## src/sv/cht_pkg.sv

```systemverilog
// Shared types, codes and constants of the calibrated heater thermostat.
`timescale 1ns / 1ps
package cht_pkg;

  // Field widths.
  localparam int unsigned AdcW   = 12;
  localparam int unsigned TempW  = 10;
  localparam int unsigned PowerW = 16;
  localparam int unsigned CfgIdxW  = 3;
  localparam int unsigned CfgDataW = 16;

  // Reset values of the configuration registers and the setpoint state.
  localparam logic [AdcW-1:0]   AdcCalLowRst   = 12'd241;
  localparam logic [AdcW-1:0]   AdcCalHighRst  = 12'd1575;
  localparam logic [TempW-1:0]  TempCalLowRst  = 10'd150;
  localparam logic [TempW-1:0]  TempCalHighRst = 10'd330;
  localparam logic [TempW-1:0]  WarmTargetRst  = 10'd150;
  localparam logic [PowerW-1:0] PowerFullRst   = 16'd100;
  localparam logic [TempW-1:0]  SetpointRst    = 10'd300;

  // Offset of the raised target in degrees and the largest ADC code.
  localparam logic [TempW:0]  RaiseDelta = 11'd30;
  localparam logic [AdcW-1:0] AdcMax     = 12'd4095;

  // Quotient bits produced by the restoring divider, one per cycle.
  localparam int unsigned DivSteps = 12;
  localparam int unsigned DivCntW  = 4;

  // Operating mode codes.
  localparam logic [1:0] ModeNormal = 2'd0;
  localparam logic [1:0] ModeWarm   = 2'd1;
  localparam logic [1:0] ModeHeat   = 2'd2;

  // Configuration register indexes.
  typedef enum logic [CfgIdxW-1:0] {
    CfgAdcCalLow   = 3'd0,
    CfgAdcCalHigh  = 3'd1,
    CfgTempCalLow  = 3'd2,
    CfgTempCalHigh = 3'd3,
    CfgWarmTarget  = 3'd4,
    CfgPowerFull   = 3'd5
  } cfg_idx_e;

  // Which calibration map a pass of the datapath computes.
  typedef enum logic [1:0] {
    JobSp    = 2'd0,
    JobRaise = 2'd1,
    JobWarm  = 2'd2
  } map_job_e;

  // Input transaction payload.
  typedef struct packed {
    logic [AdcW-1:0]  adc_sample;
    logic [TempW-1:0] setpoint_temp;
    logic [1:0]       mode;
    logic             high_power;
  } in_item_t;

  // Output transaction payload.
  typedef struct packed {
    logic [PowerW-1:0] power_level;
    logic              heater_on;
    logic              control_type;
    logic [AdcW-1:0]   active_target_adc;
  } out_item_t;

  // Commands from the controller to the datapath.
  typedef struct packed {
    logic     latch_in;
    logic     mul_a;
    logic     mul_b;
    logic     sum;
    logic     norm;
    logic     div_step;
    logic     store;
    logic     decide;
    map_job_e job;
  } dp_cmd_t;

  // Status from the datapath to the controller.
  typedef struct packed {
    logic sp_changed;
    logic warm_mode;
  } dp_stat_t;

endpackage

```

## src/sv/cht_datapath.sv

```systemverilog
// Datapath: configuration, setpoint state, calibration map with divider, and result register.
`timescale 1ns / 1ps
module cht_datapath (
  input  logic                          clk_i,
  input  logic                          rst_ni,
  input  logic                          cfg_we_i,
  input  logic [cht_pkg::CfgIdxW-1:0]   cfg_index_i,
  input  logic [cht_pkg::CfgDataW-1:0]  cfg_data_i,
  input  cht_pkg::in_item_t             in_item_i,
  input  cht_pkg::dp_cmd_t              cmd_i,
  output cht_pkg::dp_stat_t             stat_o,
  output cht_pkg::out_item_t            out_item_o
);
  import cht_pkg::*;

  // Configuration registers.
  logic [AdcW-1:0]   adc_cal_low_q, adc_cal_high_q;
  logic [TempW-1:0]  temp_cal_low_q, temp_cal_high_q, warm_target_q;
  logic [PowerW-1:0] power_full_q;

  // Architectural state.
  logic [TempW-1:0] stored_sp_q;
  logic [AdcW-1:0]  sp_adc_q, raise_adc_q;
  logic             reg_type_q;

  // Working registers.
  in_item_t           in_q;
  logic [AdcW-1:0]    warm_adc_q;
  logic signed [24:0] prod_a_q;
  logic signed [23:0] prod_b_q;
  logic signed [25:0] num_q;
  logic [21:0]        rem_q, dvs_q;
  logic [AdcW-1:0]    quo_q;
  logic               neg_q, sat_q, den_zero_q;
  out_item_t          out_q;

  // Combinational terms.
  logic [TempW:0]     map_t;
  logic signed [11:0] dt;
  logic signed [12:0] da;
  logic signed [10:0] den;
  logic [10:0]        den_abs;
  logic [9:0]         den_mag;
  logic [25:0]        num_mag;
  logic [AdcW-1:0]    map_res;
  logic [AdcW-1:0]    target;
  logic [PowerW-1:0]  power;
  logic               below;

  // Configuration writes.
  always_ff @(posedge clk_i or negedge rst_ni) begin
    if (!rst_ni) begin
      adc_cal_low_q   <= AdcCalLowRst;
      adc_cal_high_q  <= AdcCalHighRst;
      temp_cal_low_q  <= TempCalLowRst;
      temp_cal_high_q <= TempCalHighRst;
      warm_target_q   <= WarmTargetRst;
      power_full_q    <= PowerFullRst;
    end else if (cfg_we_i) begin
      unique case (cfg_index_i)
        CfgAdcCalLow:   adc_cal_low_q   <= cfg_data_i[AdcW-1:0];
        CfgAdcCalHigh:  adc_cal_high_q  <= cfg_data_i[AdcW-1:0];
        CfgTempCalLow:  temp_cal_low_q  <= cfg_data_i[TempW-1:0];
        CfgTempCalHigh: temp_cal_high_q <= cfg_data_i[TempW-1:0];
        CfgWarmTarget:  warm_target_q   <= cfg_data_i[TempW-1:0];
        CfgPowerFull:   power_full_q    <= cfg_data_i;
        default: ;
      endcase
    end
  end

  // Temperature fed to the calibration map for the current job.
  always_comb begin
    unique case (cmd_i.job)
      JobSp:    map_t = {1'b0, in_q.setpoint_temp};
      JobRaise: map_t = {1'b0, in_q.setpoint_temp} + RaiseDelta;
      JobWarm:  map_t = {1'b0, warm_target_q};
      default:  map_t = '0;
    endcase
  end

  // Signed differences of the two-point line.
  assign dt  = $signed({1'b0, map_t}) - $signed({2'b00, temp_cal_low_q});
  assign da  = $signed({1'b0, adc_cal_high_q}) - $signed({1'b0, adc_cal_low_q});
  assign den = $signed({1'b0, temp_cal_high_q}) - $signed({1'b0, temp_cal_low_q});

  // Magnitudes for the unsigned divider.
  assign den_abs = den[10] ? 11'(-den) : 11'(den);
  assign den_mag = den_abs[9:0];
  assign num_mag = num_q[25] ? 26'(-num_q) : 26'(num_q);

  // Final map value: equal points, negative quotient and overflow are special.
  always_comb begin
    priority if (den_zero_q) begin
      map_res = adc_cal_low_q;
    end else if (neg_q) begin
      map_res = '0;
    end else if (sat_q) begin
      map_res = AdcMax;
    end else begin
      map_res = quo_q;
    end
  end

  // Target selection and power decision.
  always_comb begin
    priority if (in_q.mode == ModeWarm) begin
      target = warm_adc_q;
    end else if (in_q.mode == ModeHeat && in_q.high_power) begin
      target = raise_adc_q;
    end else begin
      target = sp_adc_q;
    end
  end

  assign below = target > in_q.adc_sample;
  assign power = below ? (reg_type_q ? (power_full_q >> 1) : power_full_q) : '0;

  // Setpoint state and regulation type.
  always_ff @(posedge clk_i or negedge rst_ni) begin
    if (!rst_ni) begin
      stored_sp_q <= SetpointRst;
      sp_adc_q    <= '0;
      raise_adc_q <= '0;
      reg_type_q  <= 1'b0;
    end else begin
      if (cmd_i.store && cmd_i.job == JobSp) begin
        stored_sp_q <= in_q.setpoint_temp;
        sp_adc_q    <= map_res;
      end
      if (cmd_i.store && cmd_i.job == JobRaise) begin
        raise_adc_q <= map_res;
      end
      if (cmd_i.decide && !below) begin
        reg_type_q <= 1'b1;
      end
    end
  end

  // Map arithmetic: two products, sum, normalize, then restoring division.
  always_ff @(posedge clk_i) begin
    if (cmd_i.latch_in) begin
      in_q <= in_item_i;
    end
    if (cmd_i.mul_a) begin
      prod_a_q <= 25'(dt) * 25'(da);
    end
    if (cmd_i.mul_b) begin
      prod_b_q <= 24'($signed({1'b0, adc_cal_low_q})) * 24'(den);
    end
    if (cmd_i.sum) begin
      num_q <= {prod_a_q[24], prod_a_q} + {{2{prod_b_q[23]}}, prod_b_q};
    end
    if (cmd_i.norm) begin
      neg_q      <= num_q[25] ^ den[10];
      den_zero_q <= (den == '0);
      sat_q      <= num_mag >= {4'b0000, den_mag, 12'b0};
      rem_q      <= num_mag[21:0];
      dvs_q      <= {1'b0, den_mag, 11'b0};
      quo_q      <= '0;
    end
    if (cmd_i.div_step) begin
      if (rem_q >= dvs_q) begin
        rem_q <= rem_q - dvs_q;
        quo_q <= {quo_q[AdcW-2:0], 1'b1};
      end else begin
        quo_q <= {quo_q[AdcW-2:0], 1'b0};
      end
      dvs_q <= dvs_q >> 1;
    end
    if (cmd_i.store && cmd_i.job == JobWarm) begin
      warm_adc_q <= map_res;
    end
    if (cmd_i.decide) begin
      out_q.power_level       <= power;
      out_q.heater_on         <= (power != '0);
      out_q.control_type      <= reg_type_q | ~below;
      out_q.active_target_adc <= target;
    end
  end

  assign stat_o.sp_changed = (in_q.setpoint_temp != stored_sp_q);
  assign stat_o.warm_mode  = (in_q.mode == ModeWarm);
  assign out_item_o        = out_q;

endmodule

```

## src/sv/cht_ctrl.sv

```systemverilog
// Controller: sequences the map passes and the decision, and owns both handshakes.
`timescale 1ns / 1ps
module cht_ctrl (
  input  logic               clk_i,
  input  logic               rst_ni,
  input  logic               in_valid_i,
  output logic               in_ready_o,
  output logic               out_valid_o,
  input  logic               out_ready_i,
  input  cht_pkg::dp_stat_t  stat_i,
  output cht_pkg::dp_cmd_t   cmd_o
);
  import cht_pkg::*;

  typedef enum logic [8:0] {
    StIdle   = 9'b000000001,
    StPlan   = 9'b000000010,
    StMulA   = 9'b000000100,
    StMulB   = 9'b000001000,
    StSum    = 9'b000010000,
    StNorm   = 9'b000100000,
    StDiv    = 9'b001000000,
    StStore  = 9'b010000000,
    StDecide = 9'b100000000
  } state_e;

  state_e             state_q, state_d;
  logic [2:0]         pend_q, pend_d;
  logic [DivCntW-1:0] cnt_q, cnt_d;
  logic               out_valid_q, out_valid_d;
  logic               slot_free;
  map_job_e           job;

  // Pending map jobs, served setpoint first, then raised, then warm.
  always_comb begin
    priority if (pend_q[0]) begin
      job = JobSp;
    end else if (pend_q[1]) begin
      job = JobRaise;
    end else begin
      job = JobWarm;
    end
  end

  assign slot_free = !out_valid_q || out_ready_i;

  // Next state and command decode.
  always_comb begin
    state_d     = state_q;
    pend_d      = pend_q;
    cnt_d       = cnt_q;
    out_valid_d = out_valid_q && !out_ready_i;
    cmd_o       = '0;
    cmd_o.job   = job;
    unique case (state_q)
      StIdle: begin
        if (in_valid_i) begin
          cmd_o.latch_in = 1'b1;
          state_d        = StPlan;
        end
      end
      StPlan: begin
        pend_d = {stat_i.warm_mode, stat_i.sp_changed, stat_i.sp_changed};
        if (stat_i.warm_mode || stat_i.sp_changed) begin
          state_d = StMulA;
        end else begin
          state_d = StDecide;
        end
      end
      StMulA: begin
        cmd_o.mul_a = 1'b1;
        state_d     = StMulB;
      end
      StMulB: begin
        cmd_o.mul_b = 1'b1;
        state_d     = StSum;
      end
      StSum: begin
        cmd_o.sum = 1'b1;
        state_d   = StNorm;
      end
      StNorm: begin
        cmd_o.norm = 1'b1;
        cnt_d      = '0;
        state_d    = StDiv;
      end
      StDiv: begin
        cmd_o.div_step = 1'b1;
        cnt_d          = cnt_q + DivCntW'(1);
        if (cnt_q == DivCntW'(DivSteps - 1)) begin
          state_d = StStore;
        end
      end
      StStore: begin
        cmd_o.store = 1'b1;
        unique case (job)
          JobSp:    pend_d[0] = 1'b0;
          JobRaise: pend_d[1] = 1'b0;
          JobWarm:  pend_d[2] = 1'b0;
          default:  pend_d    = '0;
        endcase
        if (pend_d != '0) begin
          state_d = StMulA;
        end else begin
          state_d = StDecide;
        end
      end
      StDecide: begin
        if (slot_free) begin
          cmd_o.decide = 1'b1;
          out_valid_d  = 1'b1;
          state_d      = StIdle;
        end
      end
      default: begin
        state_d = StIdle;
      end
    endcase
  end

  always_ff @(posedge clk_i or negedge rst_ni) begin
    if (!rst_ni) begin
      state_q     <= StIdle;
      pend_q      <= '0;
      cnt_q       <= '0;
      out_valid_q <= 1'b0;
    end else begin
      state_q     <= state_d;
      pend_q      <= pend_d;
      cnt_q       <= cnt_d;
      out_valid_q <= out_valid_d;
    end
  end

  assign in_ready_o  = (state_q == StIdle);
  assign out_valid_o = out_valid_q;

endmodule

```

## src/sv/calibrated_heater_thermostat.sv

```systemverilog
// Top level of the calibrated heater thermostat: controller and datapath.
// No calibration map is needed when the setpoint is unchanged and the mode is not warm; a new
// setpoint needs two calibration maps (setpoint and raised target) and warm mode needs one more.
// Each map pass is two multiplies, an add, a normalize and a restoring divider of 12 quotient bits.
// The next transaction is taken while a result waits; the decision stalls until the output slot is free.
// Reset (asynchronous, active low) loads the register defaults and the setpoint state at once.
`timescale 1ns / 1ps
module calibrated_heater_thermostat (
  input  logic                          clk_i,
  input  logic                          rst_ni,
  input  logic                          cfg_we_i,
  input  logic [cht_pkg::CfgIdxW-1:0]   cfg_index_i,
  input  logic [cht_pkg::CfgDataW-1:0]  cfg_data_i,
  input  logic                          in_valid_i,
  output logic                          in_ready_o,
  input  cht_pkg::in_item_t             in_item_i,
  output logic                          out_valid_o,
  input  logic                          out_ready_i,
  output cht_pkg::out_item_t            out_item_o
);
  import cht_pkg::*;

  dp_cmd_t  cmd;
  dp_stat_t stat;

  // Sequencer and handshakes.
  cht_ctrl u_ctrl (
    .clk_i       (clk_i),
    .rst_ni      (rst_ni),
    .in_valid_i  (in_valid_i),
    .in_ready_o  (in_ready_o),
    .out_valid_o (out_valid_o),
    .out_ready_i (out_ready_i),
    .stat_i      (stat),
    .cmd_o       (cmd)
  );

  // Arithmetic and state.
  cht_datapath u_datapath (
    .clk_i       (clk_i),
    .rst_ni      (rst_ni),
    .cfg_we_i    (cfg_we_i),
    .cfg_index_i (cfg_index_i),
    .cfg_data_i  (cfg_data_i),
    .in_item_i   (in_item_i),
    .cmd_i       (cmd),
    .stat_o      (stat),
    .out_item_o  (out_item_o)
  );

endmodule
```

## config.mk

```make
export PLATFORM = sky130hd
export DESIGN_NAME = calibrated_heater_thermostat
export DESIGN_NICKNAME = d
export VERILOG_FILES = /design/src/sv/cht_pkg.sv /design/src/sv/cht_datapath.sv /design/src/sv/cht_ctrl.sv /design/src/sv/calibrated_heater_thermostat.sv
export SDC_FILE = /design/constraint.sdc
export NUM_CORES = 1
export LEC_CHECK = 0
export BUFFER_PORTS_ARGS = -buffer_cell sky130_fd_sc_hd__buf_2
export CAP_MARGIN = 10
export CORE_ASPECT_RATIO = 0.9
export CORE_MARGIN = 4
export CORE_UTILIZATION = 45
export CTS_CLUSTER_DIAMETER = 150
export DETAILED_ROUTE_END_ITERATION = 7
export SYNTH_ARGS = -nofsm -noshare
export SYNTH_HDL_FRONTEND = slang
export SYNTH_SLANG_ARGS = --single-unit
```

## constraint.sdc

```tcl
create_clock -name clk_i -period 8.8 [get_ports clk_i]
set_clock_uncertainty 0.2 [all_clocks]
set_input_delay 1.32 -clock clk_i [delete_from_list [all_inputs] [get_ports clk_i]]
set_output_delay 1.32 -clock clk_i [all_outputs]
set_load 0.005 [all_outputs]
```

# == After elaboration in Yosys (flattened, before gate mapping) ==
# Index checks and enable logic that the tools add are counted.
# op_classes
n_addsub,9
mul,2
n_lt_le_gt_ge,3
n_eq_ne,23
muxes,46
n_bitwise,3
reduce_logical,29
# op_table
operator,count
12-bit 2-to-1 mux,7
9-bit case mux with 9 select lines,1
22-bit 2-to-1 mux,3
9-bit 2-to-1 mux,5
11-bit case mux with 3 select lines,1
16-bit 2-to-1 mux,2
25-bit by 24-bit adder with 26-bit output,1
26-bit by 22-bit >= comparator with 1-bit output,1
26-bit 2-to-1 mux,1
26-bit negation,1
12-bit by 13-bit multiplier with 25-bit output,1
13-bit by 11-bit multiplier with 24-bit output,1
22-bit by 21-bit >= comparator with 1-bit output,1
22-bit by 21-bit subtractor with 22-bit output,1
21-bit 2-to-1 mux,1
20-bit 2-to-1 mux,1
1-bit 2-to-1 mux,19
16-bit nonzero test,1
12-bit by 12-bit subtractor with 13-bit output,1
12-bit greater-than comparator,1
2-bit AND reduction,6
11-bit by 10-bit subtractor with 12-bit output,1
"10-bit by 5-bit adder with 11-bit output, second input constant",1
11-bit logical NOT,1
37 further kinds,55
# word_totals
register_bits,322
in_bits,49
out_inout_bits,32
elab_cells,148

# == Depth between registers and ports, before layout ==
# Gate-level depths: netlist of the first run.
# logic_depth
depth_word,9
mapped_depth,34
ltp_nobuf,32

# == Cells and area by module ==
# From an unflattened synthesis of the first run, not the netlist that was laid out.
# hier_totals
hier_cells,2812
area_unflattened_um2,27900.5
# modules_own_cells
mod,instances,cells_per_inst,area_per_inst_um2
cht_datapath,1,2713,26907.1
cht_ctrl,1,99,993.5

# == Worst setup path before layout of the first run ==
# No wires, ideal clock.
# synth_timing
path_type,register to register
start,reg u_ctrl.pend_q[1]
end,reg u_datapath.prod_a_q[22] (data pin)
setup_time_ps,260
t_arrival_ps,7528
required_ps,8340
slack_ps,812
stages_incl_launch_ff,32
n_path_buf,2
synth_period_minus_slack_ps,7988
cell_sequence,dfrtp_1 buf_2 clkbuf_1 nor2_1 mux2i_1 ha_1 inv_1 fa_1 a21o_1 a21oi_1 o21ai_0 a21oi_1 o21ai_0 mux2i_1 nand2_1 nor2_1 fa_1 fa_1 fa_1 fa_1 inv_1 fa_1 inv_1 ha_1 nand2_1 nor2_1 a22oi_1 o21ai_0 o41ai_1 o21ai_0 a31oi_1 xnor2_1
# synth_via
elab_chain_len,6
word_cells_on_any_way,8
classes_between,1 x add/sub; 1 x mul; 2 x eq/ne; 3 x mux; 1 x reduce/logical
# synth_lines
element,line_no,text
from (decl),cht_ctrl.sv:28,"logic [2:0] pend_q, pend_d;"
from (signal assigned),cht_ctrl.sv:129,pend_q <= pend_d;
2-bit 2-to-1 mux *,cht_ctrl.sv:38,end else if (pend_q[1]) begin
2-bit 2-to-1 mux *,cht_ctrl.sv:36,priority if (pend_q[0]) begin
2-bit == test (tied with other cells),cht_datapath.sv:74,unique case (cmd_i.job)
11-bit case mux with 3 select lines *,cht_datapath.sv:74,
11-bit by 10-bit subtractor with 12-bit output *,cht_datapath.sv:83,"assign dt = $signed({1'b0, map_t}) - $signed({2'b00, temp_cal_low_q});"
12-bit by 13-bit multiplier with 25-bit output *,cht_datapath.sv:146,prod_a_q <= 25'(dt) * 25'(da);
to (signal assigned),cht_datapath.sv:146,
to (decl),cht_datapath.sv:29,logic signed [24:0] prod_a_q;
# Every way passes the cells marked *; elsewhere a longest branch is shown, timed or not.
# A chain may end at the register's enable or synchronous reset.

# == Worst setup path in the final report of the first run ==
# layout_timing
start,reg u_datapath.in_q[4] (netlist bit)
end,reg u_datapath.prod_a_q[22] (data pin)
# layout_via
elab_chain_len,4
# layout_lines
element,line_no,text
from (decl),cht_datapath.sv:27,in_item_t in_q;
from (signal assigned),cht_datapath.sv:143,in_q <= in_item_i;
10-bit by 5-bit adder with 11-bit output,cht_datapath.sv:76,"JobRaise: map_t = {1'b0, in_q.setpoint_temp} + RaiseDelta;"
11-bit case mux with 3 select lines *,cht_datapath.sv:74,
11-bit by 10-bit subtractor with 12-bit output *,cht_datapath.sv:83,
12-bit by 13-bit multiplier with 25-bit output *,cht_datapath.sv:146,
# Marked as above.

==> impl_metrics.yaml, run 1 <==
worst_hold_path:
  hp-class: "reg -> reg"
  worstHoldPathCells: 1
synthesis:
  synth_fp_nets: 3332
  synth_edf_count: 178
  ys_seq_area_share_pct: 32.01
  synth_seq_cells: 322
  synth_top_flop_cell: "edfxtp_1"
  yosys_warnings: 0
  syn_avg_cell_area_um2: 9.873
  synth-async-reset-ratio_pct: 37.89
  synth_area_mm2: 0.02773
  synthCells: 2809
  synth_cell_types: 83
floorplan:
  io_pins: 81
  initial_core_util_pct: 45.38
  die_y_um: 243.5
  die_w_um: 269.7
  core_mm2: 0.06112
  rows: 86
  dieArea_mm2: 0.06567
drt:
  first_iter_violations: 1250
  viasPerCell: 5.459
  dr.pass1.iters: 5
  wire_per_inst_um: 18.33
  via_count: 20170
  ant_nets: 0
  finalWirelength_um: 67730
  drc: 0
clock_tree:
  cts.sinks: 322
  path_clk_slew_ns: 0.06
  ctsLongestPathBuffers: 3
  clk_latency_ns: 0.56
  cts_root_buffer: "clkbuf_16"
  numCtsBuffers: 38
  cts_tree: "built"
  htreeDepth: 2
  cts_setup_buffers: 0
  hold_buffers: 0
outcome:
  status: "finished clean"
timing:
  worstMarginPinSlew_ns: 1.207
  hold_viol: 0
  slew_headroom_pct: 18.99
  drv_slew: 0
  min_period_ns: 8.231
  setup_viol: 0
  tns_ns: 0
  rsz0062_at_grt: "no"
  clock.fmax_mhz: 121.5
  layout_worst_path_cycle_share_pct: 93.53
run:
  cap_violations: 0
global_routing:
  grt_pass1_wl_um: 109900
  track_usage_pct: 20.66
  antenna_found_initial: 1
  grt_pass1_vias: 20550
  grt.overflow.total: 0
  grt_max_degree: 81
setup_path:
  critPathMaxFanout: 7
  slowest_stage: "fa_1"
  critPathRequiredTime_ns: 8.88
  critPathMaxStageDelay_ns: 0.54
  timing_worst_setup_path_type: "reg -> reg"
  critical_path_arrival_ns: 8.31
  ff2ff_path_depth: 32
  worstSetupStartpointType: "flip-flop"
  critPathCaptureType: "flip-flop"
  cp_common_cell: "fa_1"
  path_buf_inv: 6
  path_depth: 32
  crit_family: "adder cells"
finish:
  n_fill_cell: 5618
  layout.nets: 3398
  syn2layout_area_growth_pct: 10.28
  multiInputGateArea_mm2: 0.01708
  seqCellArea_mm2: 0.008877
  drive_gt1_share_pct: 11.37
  diodes: 0
placement:
  dp_hpwl_um: 53590
  io_buffers: 80
  place.gp.congestion: 0.8774
-- Yosys cell counts, types with 5 or more instances --
cell type	n	share of area, %
a31oi_1	10	0.23
or2_2	9	0.20
or3_1	10	0.23
nand2b_1	32	0.72
mux2_2	71	2.9
xnor2_1	98	3.1
ha_1	231	10
clkbuf_1	84	1.1
o21a_1	19	0.51
dfrtp_1	91	8.2
nor4_1	17	0.38
inv_1	410	5.5
xor2_1	47	1.5
o22a_1	10	0.32
dfxtp_1	22	1.6
a21oi_1	111	2.0
nor3b_1	9	0.24
nand4_1	14	0.32
o211ai_1	19	0.51
o21ai_0	134	2.4
mux2i_1	47	1.7
nand3_1	36	0.65
nor2b_1	27	0.61
o41ai_1	7	0.22
and2_1	70	1.6
nor3_1	61	1.1
o2111ai_1	5	0.16
or4_1	9	0.24
dfstp_2	31	2.9
nor2_1	181	2.4
fa_1	243	18
o31ai_1	15	0.41
nand3b_1	6	0.16
nand2_1	281	3.8
edfxtp_1	178	19
o21bai_1	8	0.22
and3_1	25	0.56
a21o_1	39	1.1
a211oi_1	9	0.24
a21boi_0	5	0.14
buf_1	6	0.081
-- path summary, 6_finish.rpt --
check,from,to,slack (ns)
min,u_datapath.rem_q[21]$_DFF_P_,u_datapath.rem_q[21]$_DFF_P_,0.28
min reg2reg,u_datapath.rem_q[21]$_DFF_P_,u_datapath.rem_q[21]$_DFF_P_,0.28
max,u_datapath.in_q[4]$_DFFE_PP_,u_datapath.prod_a_q[22]$_DFFE_PP_,0.57
min in group asynchronous,rst_ni,u_datapath.raise_adc_q[6]$_DFFE_PN0P_,0.58
max reg2reg,u_datapath.in_q[4]$_DFFE_PP_,u_datapath.prod_a_q[22]$_DFFE_PP_,0.57
max in group asynchronous,rst_ni,u_datapath.temp_cal_high_q[4]$_DFFE_PN0P_,6.35
-- state kept, by name (all words and copies together) (netlist names), 12 cells and up --
| register | count |
|---|---|
| u_datapath.out_item_o | 30 |
| u_datapath.num_q | 26 |
| u_datapath.in_q | 25 |
| u_datapath.prod_a_q | 25 |
| u_datapath.prod_b_q | 24 |
| u_datapath.rem_q | 22 |
| u_datapath.dvs_q | 21 |
| u_datapath.power_full_q | 16 |
| u_datapath.adc_cal_high_q | 12 |
| u_datapath.adc_cal_low_q | 12 |
| u_datapath.quo_q | 12 |
| u_datapath.raise_adc_q | 12 |
| u_datapath.sp_adc_q | 12 |
| u_datapath.warm_adc_q | 12 |
-- metal layers --
metal	global-route usage (%)	part of all wire [%]
met5	0	0
met4	6.290	2.9
met3	2.994	5.4
met2	33.24	46
met1	29.18	45
-- per-stage QoR --
step | area [µm²] | worst slack [ns] | instances | hold slack (ns) | util [%]
2_1_floorplan | 27730 | 0.8119 | 2809 | 0.2387 | -
3_3_place_gp | 29140 | 0.4281 | 3626 | 0.2604 | 47.67
3_5_place_dp | 29140 | 0.2746 | 3626 | 0.2675 | 47.67
4_1_cts | 30530 | 0.2411 | 3694 | 0.2812 | 49.96
5_1_grt | 30590 | 0.002957 | 3695 | 0.3093 | 50.04
6_report | 30590 | 0.5691 | 3695 | 0.2775 | 50.04
-- repair_timing --
action                                  CTS  global route
hold endpoints to repair                  0             0
endpoints found under the setup margin    0             5
gates resized for setup                   0            13
-- cell families after synthesis --
kind of cell | Yosys count | synth area share, %
simple gates | 805 | 13.91
fa+ha+maj | 475 | 28.00
flops | 322 | 32.01
mux | 119 | 4.620
xor+xnor | 145 | 4.579
compound gates | 438 | 10.00
buf+inv | 505 | 6.880
-- cells in the final DEF, fill, tap and decap left out, types with 14 or more instances in the layout --
cell type / Yosys / final
a21o_1: 39 / 39
a21oi_1: 111 / 109
and2_1: 70 / 70
and3_1: 25 / 25
buf_2: 4 / 79
buf_4: 0 / 41
clkbuf_16: 0 / 40
dfrtp_1: 91 / 91
dfstp_2: 31 / 31
dfxtp_1: 22 / 22
edfxtp_1: 178 / 178
fa_1: 243 / 243
ha_1: 231 / 231
inv_1: 410 / 410
mux2_2: 71 / 71
mux2i_1: 47 / 46
nand2_1: 281 / 280
nand2b_1: 32 / 32
nand3_1: 36 / 36
nand4_1: 14 / 14
nor2_1: 181 / 181
nor2b_1: 27 / 27
nor3_1: 61 / 59
nor4_1: 17 / 15
o211ai_1: 19 / 19
o21a_1: 19 / 19
o21ai_0: 134 / 132
o31ai_1: 15 / 14
xnor2_1: 98 / 94
xor2_1: 47 / 46
-- layout make-up --
cell class / instances / share of cell area, %
Multi-Input combinational cell: 1982 / 55.83
Sequential cell: 322 / 29.02
Inverter: 410 / 5.032
Clock buffer: 51 / 3.616
Tap cell: 792 / 3.240
Timing Repair Buffer: 121 / 2.315
Clock inverter: 17 / 0.9409
Power of run 1 is left out: the tool's default activity adds up to more than one toggle a clock period on the data nets, which glitch-free logic cannot reach.
==> run 2: changes to the inputs <==
--- a/config.mk
+++ b/config.mk
@@ -12,6 +12,7 @@
 export CORE_UTILIZATION = 45
 export CTS_CLUSTER_DIAMETER = 150
 export DETAILED_ROUTE_END_ITERATION = 7
+export GPL_TIMING_DRIVEN = 0
 export SYNTH_ARGS = -nofsm -noshare
 export SYNTH_HDL_FRONTEND = slang
 export SYNTH_SLANG_ARGS = --single-unit
==> impl_metrics.yaml, run 2 (synthesis gave the netlist of run 1 again) <==
run:
  cap_violations: 0
placement:
  place.gp.congestion: 0.8962
  place_inst: 3694
  io_buffers: 80
  dp_hpwl_um: 57120
timing:
  slew_headroom_pct: 17.68
  min_period_ns: 8.393
  layout_worst_path_cycle_share_pct: 95.37
  rsz0062_at_grt: "yes"
  drv_slew: 0
  clock.fmax_mhz: 119.2
  tns_ns: 0
  setup_viol: 0
  worstMarginPinSlew_ns: 1.226
  hold_viol: 0
global_routing:
  grt.overflow.total: 0
  track_usage_pct: 21.39
  grt_max_degree: 99
  grt_pass1_vias: 20710
  grt_pass1_wl_um: 113000
  antenna_found_initial: 2
finish:
  drive_gt1_share_pct: 11.22
  final_cell_mix: "408 x inv_1, 280 x nand2_1, 243 x fa_1"
  mostFrequentLayoutCell: "inv_1"
  finalCoreUtilization_pct: 50.39
  layout.nets: 3471
  largest_reg_flops: 30
  syn2layout_area_growth_pct: 11.04
  layout.cells.non_filler: 3771
drt:
  first_iter_violations: 1326
  wire_per_inst_um: 18.70
  finalWirelength_um: 70510
  via_count: 20500
  viasPerCell: 5.437
  drc: 0
  dr.pass1.iters: 6
  ant_nets: 0
outcome:
  status: "finished clean"
floorplan:
  die_w_um: 269.7
  core_mm2: 0.06112
  die_y_um: 243.5
  rows: 86
  io_pins: 81
  initial_core_util_pct: 45.38
  dieArea_mm2: 0.06567
setup_path:
  timing_worst_setup_path_type: "reg -> reg"
  critPathMaxStageDelay_ns: 0.55
  critical_path_arrival_ns: 8.56
  slowest_stage: "fa_1"
  cp_common_cell: "fa_1"
  critPathCaptureType: "flip-flop"
  critPathMaxFanout: 10
  path_buf_inv: 6
  worstSetupStartpointType: "flip-flop"
  critPathRequiredTime_ns: 8.97
  crit_family: "adder cells"
clock_tree:
  cts.sinks: 322
  path_clk_slew_ns: 0.06
  clk_latency_ns: 0.56
  hold_buffers: 0
  htreeDepth: 2
  ctsLongestPathBuffers: 3
  cts_tree: "built"
  cts_root_buffer: "clkbuf_16"
  numCtsBuffers: 37
worst_hold_path:
  hp-class: "reg -> reg"
-- run 2: worst paths after layout --
check / startpoint / endpoint / slack, ns / cells past startpoint
worst max-delay path: u_ctrl.pend_q[1]$_DFFE_PN0P_ / u_datapath.prod_a_q[24]$_DFFE_PP_ / 0.41 / 31
worst min-delay path: u_datapath.rem_q[21]$_DFF_P_ / u_datapath.rem_q[21]$_DFF_P_ / 0.28 / 1
worst max register to register: u_ctrl.pend_q[1]$_DFFE_PN0P_ / u_datapath.prod_a_q[24]$_DFFE_PP_ / 0.41 / 31
worst min register to register: u_datapath.rem_q[21]$_DFF_P_ / u_datapath.rem_q[21]$_DFF_P_ / 0.28 / 1
max in group asynchronous: rst_ni / u_datapath.adc_cal_high_q[11]$_DFFE_PN0P_ / 7.14 / 2
min in group asynchronous: rst_ni / u_datapath.sp_adc_q[4]$_DFFE_PN0P_ / 0.42 / 1
-- run 2: layout make-up --
cell class / instances / area (µm²)
fill: 5657 / 30320
multi-input combinational: 1982 / 17110
sequential: 322 / 8880
inverter: 410 / 1546
clock buffer: 46 / 1016
tap: 792 / 991.0
timing repair buffer: 106 / 680.7
buffer: 89 / 371.6
clock inverter: 22 / 192.7
antenna: 2 / 5.005
-- run 2: repair_timing --
action | in CTS | in global routing
buffers inserted | 6 | 5
endpoints found under the setup margin | 7 | 13
pin swaps | 2 | 4
resized for setup | 19 | 35
endpoints found under the hold margin | 0 | 0
-- run 2: metal layers --
metal  GRT usage [%]  routed length (µm)  part of all wire [%]
met3           3.131                3624                   5.1
met4           5.610                1738                   2.5
met1           30.99               32730                    46
met2           33.90               32410                    46
met5               0                   0                     0
-- run 2: metrics by stage --
step	area, µm²	hold slack (ns)	setup slack [ns]
after floorplan	27730	0.2387	0.8119
after global placement	29130	0.2560	-0.7817
after detailed placement	29330	0.2646	-0.9455
after CTS	30660	0.2758	0.003308
after global routing	30790	0.3088	-0.02819
final	30800	0.2817	0.4073
Power of run 2 is left out for the same reason.
